$ cat src/lmss_pkg.sv
// lmss_pkg: shared types, constants and address helpers for the led matrix scan/scroll block
// no dependencies; used by every file in src but lmss_ram

`default_nettype none

package lmss_pkg;

    // default frame store depth and the longest scroll ring
    localparam int FRAME_DEPTH_DEF = 64;
    localparam int RING_MAX        = 64;
    localparam int SHOWN_COLUMNS   = 8;
    localparam int LEN_W           = 7;
    localparam int POS_W           = 6;
    localparam int COL_W           = 3;

    typedef enum logic [1:0] {
        CMD_WRITE  = 2'd0,
        CMD_START  = 2'd1,
        CMD_TICK   = 2'd2,
        CMD_SCROLL = 2'd3
    } cmd_t;

    typedef struct packed {
        cmd_t             command;
        logic [POS_W-1:0] position;
        logic [7:0]       data;
    } cmd_word_t;

    typedef struct packed {
        logic [7:0] column_enable_n;
        logic [7:0] row_bits;
    } pins_word_t;

    // status of the rotation base unit
    typedef struct packed {
        logic             busy;
        logic [POS_W-1:0] base;
    } base_stat_t;

    // frame length clamped to [8, cap]
    function automatic logic [LEN_W-1:0] eff_len(input logic [LEN_W-1:0] len,
                                                 input logic [LEN_W-1:0] cap);
        logic [LEN_W-1:0] r;
        r = len;
        if (r < LEN_W'(SHOWN_COLUMNS))
            r = LEN_W'(SHOWN_COLUMNS);
        if (r > cap)
            r = cap;
        return r;
    endfunction

    // logical position to physical slot; base is already below len
    function automatic logic [LEN_W-1:0] slot_of(input logic [POS_W-1:0] pos,
                                                 input logic [POS_W-1:0] base,
                                                 input logic [LEN_W-1:0] len);
        logic [LEN_W-1:0] s;
        s = {1'b0, pos};
        if ({1'b0, pos} < len)
        begin
            s = {1'b0, base} + {1'b0, pos};
            if (s >= len)
                s = s - len;
        end
        return s;
    endfunction

endpackage

`default_nettype wire

$ cat src/lmss_ram.sv
// lmss_ram: generic single-port RAM with registered read
// no dependencies

`default_nettype none

module lmss_ram #(
    parameter int WIDTH = 8,
    parameter int DEPTH = 64,
    parameter int ADDR_W = (DEPTH > 1) ? $clog2(DEPTH) : 1
) (
    input  wire logic              clk,
    input  wire logic              we,
    input  wire logic              re,
    input  wire logic [ADDR_W-1:0] addr,
    input  wire logic [WIDTH-1:0]  wdata,
    output logic      [WIDTH-1:0]  rdata
);

    logic [WIDTH-1:0] mem_reg [DEPTH];

    always_ff @(posedge clk)
    begin
        if (we)
            mem_reg[addr] <= wdata;
        if (re)
            rdata <= mem_reg[addr];
    end

endmodule

`default_nettype wire

$ cat src/lmss_base.sv
// lmss_base: scroll rotation base, kept raw and reduced modulo the ring length
// depends on lmss_pkg

`default_nettype none

module lmss_base (
    input  wire logic                          clk,
    input  wire logic                          rst_n,
    input  wire logic                          cfg_write_en,
    input  wire logic                          rotate,
    input  wire logic [lmss_pkg::LEN_W-1:0]    len,
    output lmss_pkg::base_stat_t               stat
);

    logic [lmss_pkg::POS_W-1:0] raw_reg, raw_next;
    logic [lmss_pkg::POS_W-1:0] red_reg, red_next;
    logic [lmss_pkg::LEN_W-1:0] inc;
    logic [lmss_pkg::LEN_W-1:0] diff;
    logic                       busy;

    // reduction runs one subtract per cycle after a length change
    assign busy = {1'b0, red_reg} >= len;
    assign inc  = {1'b0, red_reg} + lmss_pkg::LEN_W'(1);
    assign diff = {1'b0, red_reg} - len;

    always_comb
    begin
        raw_next = raw_reg;
        red_next = red_reg;
        priority if (cfg_write_en)
        begin
            red_next = raw_reg;
        end
        else if (busy)
        begin
            red_next = diff[lmss_pkg::POS_W-1:0];
        end
        else if (rotate)
        begin
            red_next = (inc == len) ? '0 : inc[lmss_pkg::POS_W-1:0];
            raw_next = red_next;
        end
    end

    always_ff @(posedge clk or negedge rst_n)
    begin
        if (!rst_n)
        begin
            raw_reg <= '0;
            red_reg <= '0;
        end
        else
        begin
            raw_reg <= raw_next;
            red_reg <= red_next;
        end
    end

    assign stat.busy = busy;
    assign stat.base = red_reg;

endmodule

`default_nettype wire

$ cat src/led_matrix_scan_scroll_core.sv
// led_matrix_scan_scroll_core: 8x8 led matrix column scan with a scrollable frame store
// path: an accepted command is registered in stage 1, then in the pin registers, which hold while pins_ready is low
// throughput: one command per cycle while the pin word channel does not stall; after a cfg write,
//   cmd_ready drops while the rotation base is reduced by one subtract per cycle
// reset: async active low; frame reads as zero (per-entry valid bits), columns all off,
//   rows zero, scan column and rotation base zero, frame length 8
// depends on lmss_pkg, lmss_base, lmss_ram

`default_nettype none

module led_matrix_scan_scroll_core #(
    parameter int FRAME_DEPTH = lmss_pkg::FRAME_DEPTH_DEF
) (
    input  wire logic                           clk,
    input  wire logic                           rst_n,
    // command channel
    input  wire logic                           cmd_valid,
    output logic                                cmd_ready,
    input  wire lmss_pkg::cmd_word_t            cmd_word,
    // pin word channel
    output logic                                pins_valid,
    input  wire logic                           pins_ready,
    output lmss_pkg::pins_word_t                pins_word,
    // frame length register
    input  wire logic                           cfg_write_en,
    input  wire logic [lmss_pkg::LEN_W-1:0]     cfg_write_data
);

    localparam int ADDR_W  = (FRAME_DEPTH > 1) ? $clog2(FRAME_DEPTH) : 1;
    localparam int LEN_CAP = (FRAME_DEPTH < lmss_pkg::RING_MAX) ? FRAME_DEPTH
                                                                 : lmss_pkg::RING_MAX;

    // frame length register
    logic [lmss_pkg::LEN_W-1:0] frame_length_reg, frame_length_next;
    logic [lmss_pkg::LEN_W-1:0] len;

    // scan column and the per-entry written flags of the frame store
    logic [lmss_pkg::COL_W-1:0] scan_col_reg, scan_col_next;
    logic [FRAME_DEPTH-1:0]     written_reg, written_next;

    // stage 1: store access in flight
    logic                       s1_valid_reg, s1_valid_next;
    logic                       s1_show_reg, s1_show_next;
    logic [lmss_pkg::COL_W-1:0] s1_col_reg, s1_col_next;
    logic                       s1_hit_reg, s1_hit_next;

    // stage 2: pin registers, which are also the output word
    logic                       pins_valid_reg, pins_valid_next;
    logic [7:0]                 col_pins_reg, col_pins_next;
    logic [7:0]                 row_pins_reg, row_pins_next;

    logic                       accept;
    logic                       out_free;
    logic                       s1_move;
    logic                       is_write;
    logic                       is_show;
    logic                       is_scroll;
    logic [lmss_pkg::COL_W-1:0] col_sel;
    logic [lmss_pkg::POS_W-1:0] pos_sel;
    logic [lmss_pkg::LEN_W-1:0] slot;
    logic                       slot_ok;
    logic [ADDR_W-1:0]          ram_addr;
    logic                       ram_we;
    logic                       ram_re;
    logic [7:0]                 ram_rdata;
    lmss_pkg::base_stat_t       base_stat;

    // handshake: a new command enters when stage 1 is empty or empties this cycle and the base is not busy
    assign accept    = cmd_valid && cmd_ready;
    assign out_free  = !pins_valid_reg || pins_ready;
    assign s1_move   = s1_valid_reg && out_free;
    assign cmd_ready = !base_stat.busy && (!s1_valid_reg || out_free);

    assign len = lmss_pkg::eff_len(frame_length_reg, lmss_pkg::LEN_W'(LEN_CAP));

    // command decode and next scan column
    always_comb
    begin
        is_write  = 1'b0;
        is_show   = 1'b0;
        is_scroll = 1'b0;
        col_sel   = scan_col_reg;
        unique case (cmd_word.command)
            lmss_pkg::CMD_WRITE:
            begin
                is_write = 1'b1;
            end
            lmss_pkg::CMD_START:
            begin
                is_show = 1'b1;
                col_sel = '0;
            end
            lmss_pkg::CMD_TICK:
            begin
                is_show = 1'b1;
                col_sel = scan_col_reg + lmss_pkg::COL_W'(1);
            end
            lmss_pkg::CMD_SCROLL:
            begin
                is_scroll = 1'b1;
            end
            default:
            begin
                is_write = 1'b0;
            end
        endcase
    end

    // a shown column always sits inside the ring; writes may land past it
    assign pos_sel  = is_show ? {{(lmss_pkg::POS_W-lmss_pkg::COL_W){1'b0}}, col_sel}
                              : cmd_word.position;
    assign slot     = lmss_pkg::slot_of(pos_sel, base_stat.base, len);
    assign slot_ok  = 32'(slot) < 32'(FRAME_DEPTH);
    assign ram_addr = ADDR_W'(slot);
    assign ram_we   = accept && is_write && slot_ok;
    assign ram_re   = accept && is_show;

    lmss_base u_base (
        .clk          (clk),
        .rst_n        (rst_n),
        .cfg_write_en (cfg_write_en),
        .rotate       (accept && is_scroll),
        .len          (len),
        .stat         (base_stat)
    );

    lmss_ram #(
        .WIDTH  (8),
        .DEPTH  (FRAME_DEPTH),
        .ADDR_W (ADDR_W)
    ) u_frame (
        .clk   (clk),
        .we    (ram_we),
        .re    (ram_re),
        .addr  (ram_addr),
        .wdata (cmd_word.data),
        .rdata (ram_rdata)
    );

    // state updated at accept; the frame length at a cfg write
    always_comb
    begin
        frame_length_next = cfg_write_en ? cfg_write_data : frame_length_reg;
        scan_col_next     = scan_col_reg;
        written_next      = written_reg;
        if (accept && is_show)
            scan_col_next = col_sel;
        if (ram_we)
            written_next[ram_addr] = 1'b1;
    end

    // stage 1 capture
    always_comb
    begin
        s1_valid_next = s1_valid_reg;
        s1_show_next  = s1_show_reg;
        s1_col_next   = s1_col_reg;
        s1_hit_next   = s1_hit_reg;
        if (accept)
        begin
            s1_valid_next = 1'b1;
            s1_show_next  = is_show;
            s1_col_next   = col_sel;
            s1_hit_next   = written_reg[ram_addr];
        end
        else if (s1_move)
        begin
            s1_valid_next = 1'b0;
        end
    end

    // pin update: never-written entries read as zero
    always_comb
    begin
        pins_valid_next = pins_valid_reg;
        col_pins_next   = col_pins_reg;
        row_pins_next   = row_pins_reg;
        if (s1_move)
        begin
            pins_valid_next = 1'b1;
            if (s1_show_reg)
            begin
                col_pins_next = ~(8'b1 << s1_col_reg);
                row_pins_next = s1_hit_reg ? ram_rdata : 8'h00;
            end
        end
        else if (pins_ready)
        begin
            pins_valid_next = 1'b0;
        end
    end

    always_ff @(posedge clk or negedge rst_n)
    begin
        if (!rst_n)
        begin
            frame_length_reg <= lmss_pkg::LEN_W'(lmss_pkg::SHOWN_COLUMNS);
            scan_col_reg     <= '0;
            written_reg      <= '0;
            s1_valid_reg     <= 1'b0;
            pins_valid_reg   <= 1'b0;
            col_pins_reg     <= 8'hFF;
            row_pins_reg     <= 8'h00;
        end
        else
        begin
            frame_length_reg <= frame_length_next;
            scan_col_reg     <= scan_col_next;
            written_reg      <= written_next;
            s1_valid_reg     <= s1_valid_next;
            pins_valid_reg   <= pins_valid_next;
            col_pins_reg     <= col_pins_next;
            row_pins_reg     <= row_pins_next;
        end
    end

    // stage 1 payload
    always_ff @(posedge clk)
    begin
        s1_show_reg <= s1_show_next;
        s1_col_reg  <= s1_col_next;
        s1_hit_reg  <= s1_hit_next;
    end

    assign pins_valid                = pins_valid_reg;
    assign pins_word.column_enable_n = col_pins_reg;
    assign pins_word.row_bits        = row_pins_reg;

endmodule

`default_nettype wire

$ cat config.mk
export PLATFORM = sky130hd
export DESIGN_NAME = led_matrix_scan_scroll_core
export DESIGN_NICKNAME = d
export VERILOG_FILES = /design/src/lmss_pkg.sv /design/src/lmss_ram.sv /design/src/lmss_base.sv /design/src/led_matrix_scan_scroll_core.sv
export SDC_FILE = /design/constraint.sdc
export NUM_CORES = 1
export LEC_CHECK = 0
export BUFFER_PORTS_ARGS = -buffer_cell sky130_fd_sc_hd__buf_2
export CAP_MARGIN = 10
export CORE_MARGIN = 2
export CORE_UTILIZATION = 40
export CTS_CLUSTER_SIZE = 24
export DETAILED_ROUTE_END_ITERATION = 8
export PLACE_DENSITY_LB_ADDON = 0.05
export RECOVER_POWER = 100
export SYNTH_ARGS = -nofsm -noshare
export SYNTH_HDL_FRONTEND = slang
export SYNTH_SLANG_ARGS = --single-unit
$ cat constraint.sdc
create_clock -name clk -period 13.5 [get_ports clk]
set_input_delay 2.7 -clock clk [delete_from_list [all_inputs] [get_ports clk]]
set_output_delay 2.7 -clock clk [all_outputs]
set_load 0.01 [all_outputs]
==> flow_metrics.tcl, run 1 <==
set metrics [dict create \
    yosysSeqAreaShare_pct 68.4 \
    clock-sinks 629 \
    cp-startpoint "cmd_word[14]" \
    maxSlewViolCount 700 \
    cp_top_family "buffers and inverters" \
    crit_fanout 35 \
    grt_pass1_vias 15500 \
    maxCapViolCount 13 \
    routabilityCongestion 0.784 \
    num_vias 15200 \
    ios 46 \
    crit_required_ps 13720 \
    wire_per_inst_um 25.5 \
    skew_ps 22.6 \
    hold_viol_final 0 \
    synth_nets 1813 \
    path_cells "clkbuf_1 > inv_1 > ha_1 > inv_1 > o21ai_0 > a31oi_1 > ha_1 > a21oi_1 > a21boi_0 > o21ai_0 > nor3b_1 > nor2_1 > ha_1 > nand3_1 > or2_2 > o211ai_1 > o21ai_4 > clkbuf_1 > nor2_1 > clkbuf_1 > nand2_1 > clkbuf_1 > nor2_1" \
    critical-path-slowest-cell "clkbuf_1" \
    synth.distinct_cells 68 \
    gr-total-overflow 0 \
    clk_pin_slew_worst_paths_ps 50 \
    clk_latency_ps 610 \
    syn_avg_cell_area_sq_um 15.3 \
    hold_start "col_pins_reg[3]" \
    slew_headroom_pct -178 \
    grt_pass1_wl_mm 104 \
    ctsHoldBuffers 0 \
    remaining_drc_errors 0 \
    cts_buffers 70 \
    postRouteAntennaNets 0 \
    antenna_found_initial 5 \
    worst-setup-path-type "primary input to register" \
    worst_setup_path_end_kind "register" \
    syn_area_sq_um 26900 \
    viasPerCell 5.60 \
    reg2reg_to "u_frame.mem_reg[17][7]" \
    postCtsSetupBuffers 0 \
    grt_max_degree 117 \
    core-area_sq_um 66800 \
    largest_register_ffs 512 \
    drt_pre_antenna_iters 5 \
    final.min_clock_period_ps 10620 \
    worst-path-stages 23 \
    cts-htree-levels 3 \
    r2r-start "scan_col_reg[0]" \
    cts_resized 0 \
    drive_above_1_share_pct 13.3 \
    endpoint "u_frame.mem_reg[17][7]" \
    synth-edff-count 525 \
    synth.area.top_cells "edfxtp_1 59%, mux2i_1 9.1%, dfrtp_1 8.8%, mux2_2 3.4%, a22oi_1 1.9%" \
    die_y_um 263 \
    drt_wl_total_mm 69.5 \
    rsz0062_at_grt "no" \
    finalCritPeriodShare_pct 78.7 \
    ys_async_sr_fraction_pct 16.5 \
    start_kind "primary input" \
    nNetsFinal 1859 \
    cp.arrival_ps 10840 \
    die_w_um 263 \
    r2r_slack_ps 5020 \
    core.rowCount 95 \
    final.setup.tns_ps 0 \
    grt_usage_pct 20.1 \
    worstPathBufferInverterCount 6 \
    clock_path_buffers 3 \
    crit_top_cell "clkbuf_1" \
    hold_class "register to register" \
    die-area_sq_um 69300 \
    area_growth_syn_to_layout_pct 11.9 \
    setup_viol_count_final 0 \
    reg2reg_depth 21 \
    synth_ff_type "edfxtp_1" \
    status "finished, violations left" \
    port_buffers 45 \
    max_stage_delay_ps 1290 \
    start_util_pct 40.2 \
    syn_inst 1752 \
    n_antenna_cell 0 \
    violations "capacitance limit, slew limit" \
    ys_warn_count 0 \
    synth_top_cell_by_area "edfxtp_1" \
    ys_ff_latch 629 \
    hpwlAfterDp_mm 41.7 \
    tritoncts "yes" \
    worst_pin_slew_ps 4180 \
    fillers 5864 \
    cts_root_buf "clkbuf_16" \
    detail_route.iter0.violations 1137 \
    yosysTopAreaCellShare_pct 58.7 \
    max_freq_ghz 0.0942 \
]
[worst register-to-register path, cell delays in order, from the launching register on]
cell      delay [ps]
dfrtp_1          430
ha_1             230
nor2b_1          100
o21ai_0          110
a31oi_1          400
ha_1             310
a21oi_1          170
a21boi_0         130
o21ai_0          190
nor3b_1          280
nor2_1            70
ha_1             370
nand3_1          180
or2_2            340
o211ai_1         320
o21ai_4           60
clkbuf_1         760
nor2_1           310
clkbuf_1        1290
nand2_1          790
clkbuf_1         500
nor2_1           740
[worst min path at each step]
| stage | end | slack, ps | cells past startpoint |
|---|---|---|---|
| floorplan | written_reg[31] | 430 | 1 |
| global placement | col_pins_reg[3] | 440 | 2 |
| detailed placement | col_pins_reg[3] | 450 | 2 |
| CTS | col_pins_reg[3] | 460 | 2 |
| global route | col_pins_reg[6] | 460 | 2 |
| finish | col_pins_reg[3] | 450 | 2 |
[area by class of cell]
type                    count  area (sq um)  area share (%)
clock inverters            30           264           0.878
inverters                  26          97.6           0.325
clock buffers              92          1950            6.48
flip-flops and latches    629         18400            61.1
repair buffers             80           413            1.37
well taps                 873          1090            3.63
multi-input cells         991          7880            26.2
[synth_stat cells (all sizes together), types with 6 or more instances]
library cell,count
and2,7
mux2,82
nand3,18
o221ai,32
o211ai,7
a21oi,17
o22ai,17
a22o,16
mux2i,244
nor3,7
nand2,73
o21ai,41
o21bai,66
ha,30
dfstp,9
clkbuf,49
nor2b,14
edfxtp,525
buf,57
nand2b,7
nor2,109
xnor2,10
dfrtp,95
a21o,6
inv,26
o21a,6
or4,8
xor2,6
a22oi,67
a32oi,39
nand4,7
[metrics by stage]
step | cell area (sq um) | worst slack, ps | util, % | std cells | hold slack [ps]
detailed placement | 28000 | 3730 | 41.9 | 2599 | 448
CTS | 30200 | 4400 | 45.2 | 2721 | 456
global route | 30100 | 2080 | 45.0 | 2721 | 463
global placement | 28000 | 3810 | 41.9 | 2599 | 444
floorplan | 26900 | 5460 | - | 1752 | 434
finish | 30100 | 2880 | 45.0 | 2721 | 453
[layout by cell type, fill, tap and decap left out, drive strengths merged, types with 8 or more instances in the layout]
cell,n
mux2,82
nor2,109
edfxtp,525
or4,8
o21ai,41
clkinv,20
o21bai,66
a22o,16
a21oi,17
inv,29
buf,40
o221ai,32
a32oi,39
nand3,18
a22oi,67
xnor2,10
ha,30
nand2,73
o22ai,17
dfstp,9
clkbuf,132
mux2i,244
nor2b,14
dfrtp,95
[cells by family after synthesis]
family,count (synthesis),synth area share [%]
flip-flops,629,68.4
XOR/XNOR,17,0.610
adder cells (fa/ha/maj),33,1.62
buffers and inverters,132,2.29
multiplexers,330,12.9
AO/OA/AOI/OAI,341,9.58
AND/OR/NAND/NOR,270,4.64
[routing by layer]
layer,GRT usage [%],up-vias,wire length [um],share of wire (%)
met5,0,-,0,0
met1,28.5,7804,32000,46
li1,-,6930,-,-
met2,32.0,380,32500,47
met4,5.76,0,1780,2.6
met3,3.38,114,3200,4.6
Power of run 1 is not shown: default switching activity piles up to over one toggle a cycle in this logic, so the estimate is an artifact.
==> run 2: changes to the inputs <==
clock period = 9.2 ns   (was 13.5 ns; I/O delays follow)
==> run 2 against run 1 <==
Worst setup slack got worse by 1900 ps. Die area is the same. Largest cell class unchanged. The run still ends with capacitance limit, slew limit left. Global-route usage is essentially flat. Core utilization increased by 0.22 points. Critical path depth decreased by 2. First-iteration DRC count rose by 0.79%. Critical path type unchanged.
==> flow_metrics.tcl, run 2 (synthesis results as in run 1) <==
set metrics [dict create \
    max_stage_delay_ps 820 \
    path_cells "clkbuf_1 > inv_1 > ha_1 > inv_1 > o21ai_0 > a31oi_1 > ha_1 > a21oi_1 > a21boi_0 > o21ai_0 > nor3b_1 > nor2_1 > ha_1 > a21oi_1 > o21ai_0 > a311o_1 > o21a_1 > nor3_1 > nand4_1 > clkbuf_1 > nor2_1" \
    die_y_um 263 \
    area_growth_syn_to_layout_pct 12.5 \
    drt_wl_total_mm 70.1 \
    clock-sinks 629 \
    critical-path-slowest-cell "nor2_1" \
    remaining_drc_errors 0 \
    antenna_found_initial 1 \
    final.min_clock_period_ps 8250 \
    slew_headroom_pct -172 \
    maxCapViolCount 12 \
    setup_viol_count_final 0 \
    cts_buffers 69 \
    worst_pin_slew_ps 4080 \
    crit_fanout 14 \
    worst-path-stages 21 \
    n_antenna_cell 0 \
    detail_route.iter0.violations 1146 \
    grt_pass1_wl_mm 104 \
    cp.arrival_ps 8480 \
    cts-htree-levels 3 \
    die_w_um 263 \
    die-area_sq_um 69300 \
    cp_top_family "compound AO/OA/AOI/OAI gates" \
    worstPathBufferInverterCount 4 \
    clock_path_buffers 3 \
    ctsHoldBuffers 0 \
    postCtsSetupBuffers 0 \
    start_util_pct 40.2 \
    clk_pin_slew_worst_paths_ps 60 \
    nNetsFinal 1881 \
    worst_setup_path_end_kind "register" \
    layout_common_cells "525 x edfxtp_1, 244 x mux2i_1, 105 x nor2_1" \
    violations "capacitance limit, slew limit" \
    max_freq_ghz 0.121 \
    start_kind "primary input" \
    largest_register_ffs 512 \
    drt_pre_antenna_iters 5 \
    tritoncts "yes" \
    skew_ps 19.5 \
    whs_path_depth 2 \
    grt_pass1_vias 15600 \
    ios 46 \
    wire_per_inst_um 25.5 \
    num_vias 15200 \
    core-area_sq_um 66800 \
    routabilityCongestion 0.830 \
    maxSlewViolCount 656 \
    core.rowCount 95 \
    hpwlAfterDp_mm 43.2 \
    hold_viol_final 0 \
    worst-setup-path-type "primary input to register" \
    grt_max_degree 75 \
    crit_required_ps 9430 \
    viasPerCell 5.54 \
    reg2reg_depth 15 \
    finalCritPeriodShare_pct 89.7 \
    grt_usage_pct 20.2 \
    drive_above_1_share_pct 13.5 \
    status "finished, violations left" \
    clk_latency_ps 610 \
    port_buffers 45 \
    rsz0062_at_grt "no" \
    final.setup.tns_ps 0 \
    postRouteAntennaNets 0 \
    cts_root_buf "clkbuf_16" \
    cts_resized 0 \
    final_common_cell "edfxtp_1" \
    gr-total-overflow 0 \
    hold_class "register to register" \
]
## run 2: cell count changes in the layout (fill, tap and decap cells not counted), sizes merged
cell,before,now
buf,40,48
bufinv,4,2
clkbuf,132,152
clkinv,20,21
clkinvlp,3,0
inv,29,33
## run 2: tightest hold or removal path, stage by stage (launching register included)
cell	delay, ps
dfstp_2	360
nand2_1	50
nand2_1	40
## run 2: routing by layer
metal | track usage, % | wire, um | vias up | share of wire (%)
met5 | 0 | 0 | - | 0
li1 | - | - | 6996 | -
met2 | 33.2 | 33400 | 319 | 48
met1 | 27.9 | 32400 | 7827 | 46
met4 | 5.36 | 1700 | 0 | 2.4
met3 | 3.11 | 2600 | 94 | 3.7
## run 2: per-stage QoR
step	hold slack [ps]	cell area, sq um	setup WS, ps	instances	util, %
after global routing	473	30200	397	2749	45.2
after floorplan	434	26900	2020	1752	-
after CTS	452	30400	1320	2749	45.5
after detailed placement	443	28200	690	2622	42.2
final	449	30200	949	2749	45.2
after global placement	443	28200	728	2622	42.2
## run 2: layout make-up
type                    count  area [sq um]
fillers                  5957         36600
well taps                 873          1090
repair buffers            103           569
flip-flops and latches    629         18400
inverters                  26          97.6
clock inverters            30           209
multi-input cells         991          7900
clock buffers              97          1970
## run 2: worst paths after layout
| kind | start | end | slack [ps] |
|---|---|---|---|
| min in group asynchronous | rst_n | u_base.red_reg[3] | 1710 |
| worst max-delay path | cmd_word[14] | u_frame.mem_reg[22][4] | 950 |
| worst min-delay path | col_pins_reg[3] | col_pins_reg[3] | 450 |
| max in group asynchronous | rst_n | written_reg[2] | 2850 |
| worst max register to register | frame_length_reg[5] | u_frame.mem_reg[22][4] | 2160 |
| worst min register to register | col_pins_reg[3] | col_pins_reg[3] | 450 |
Power of run 2 is left out for the same reason.
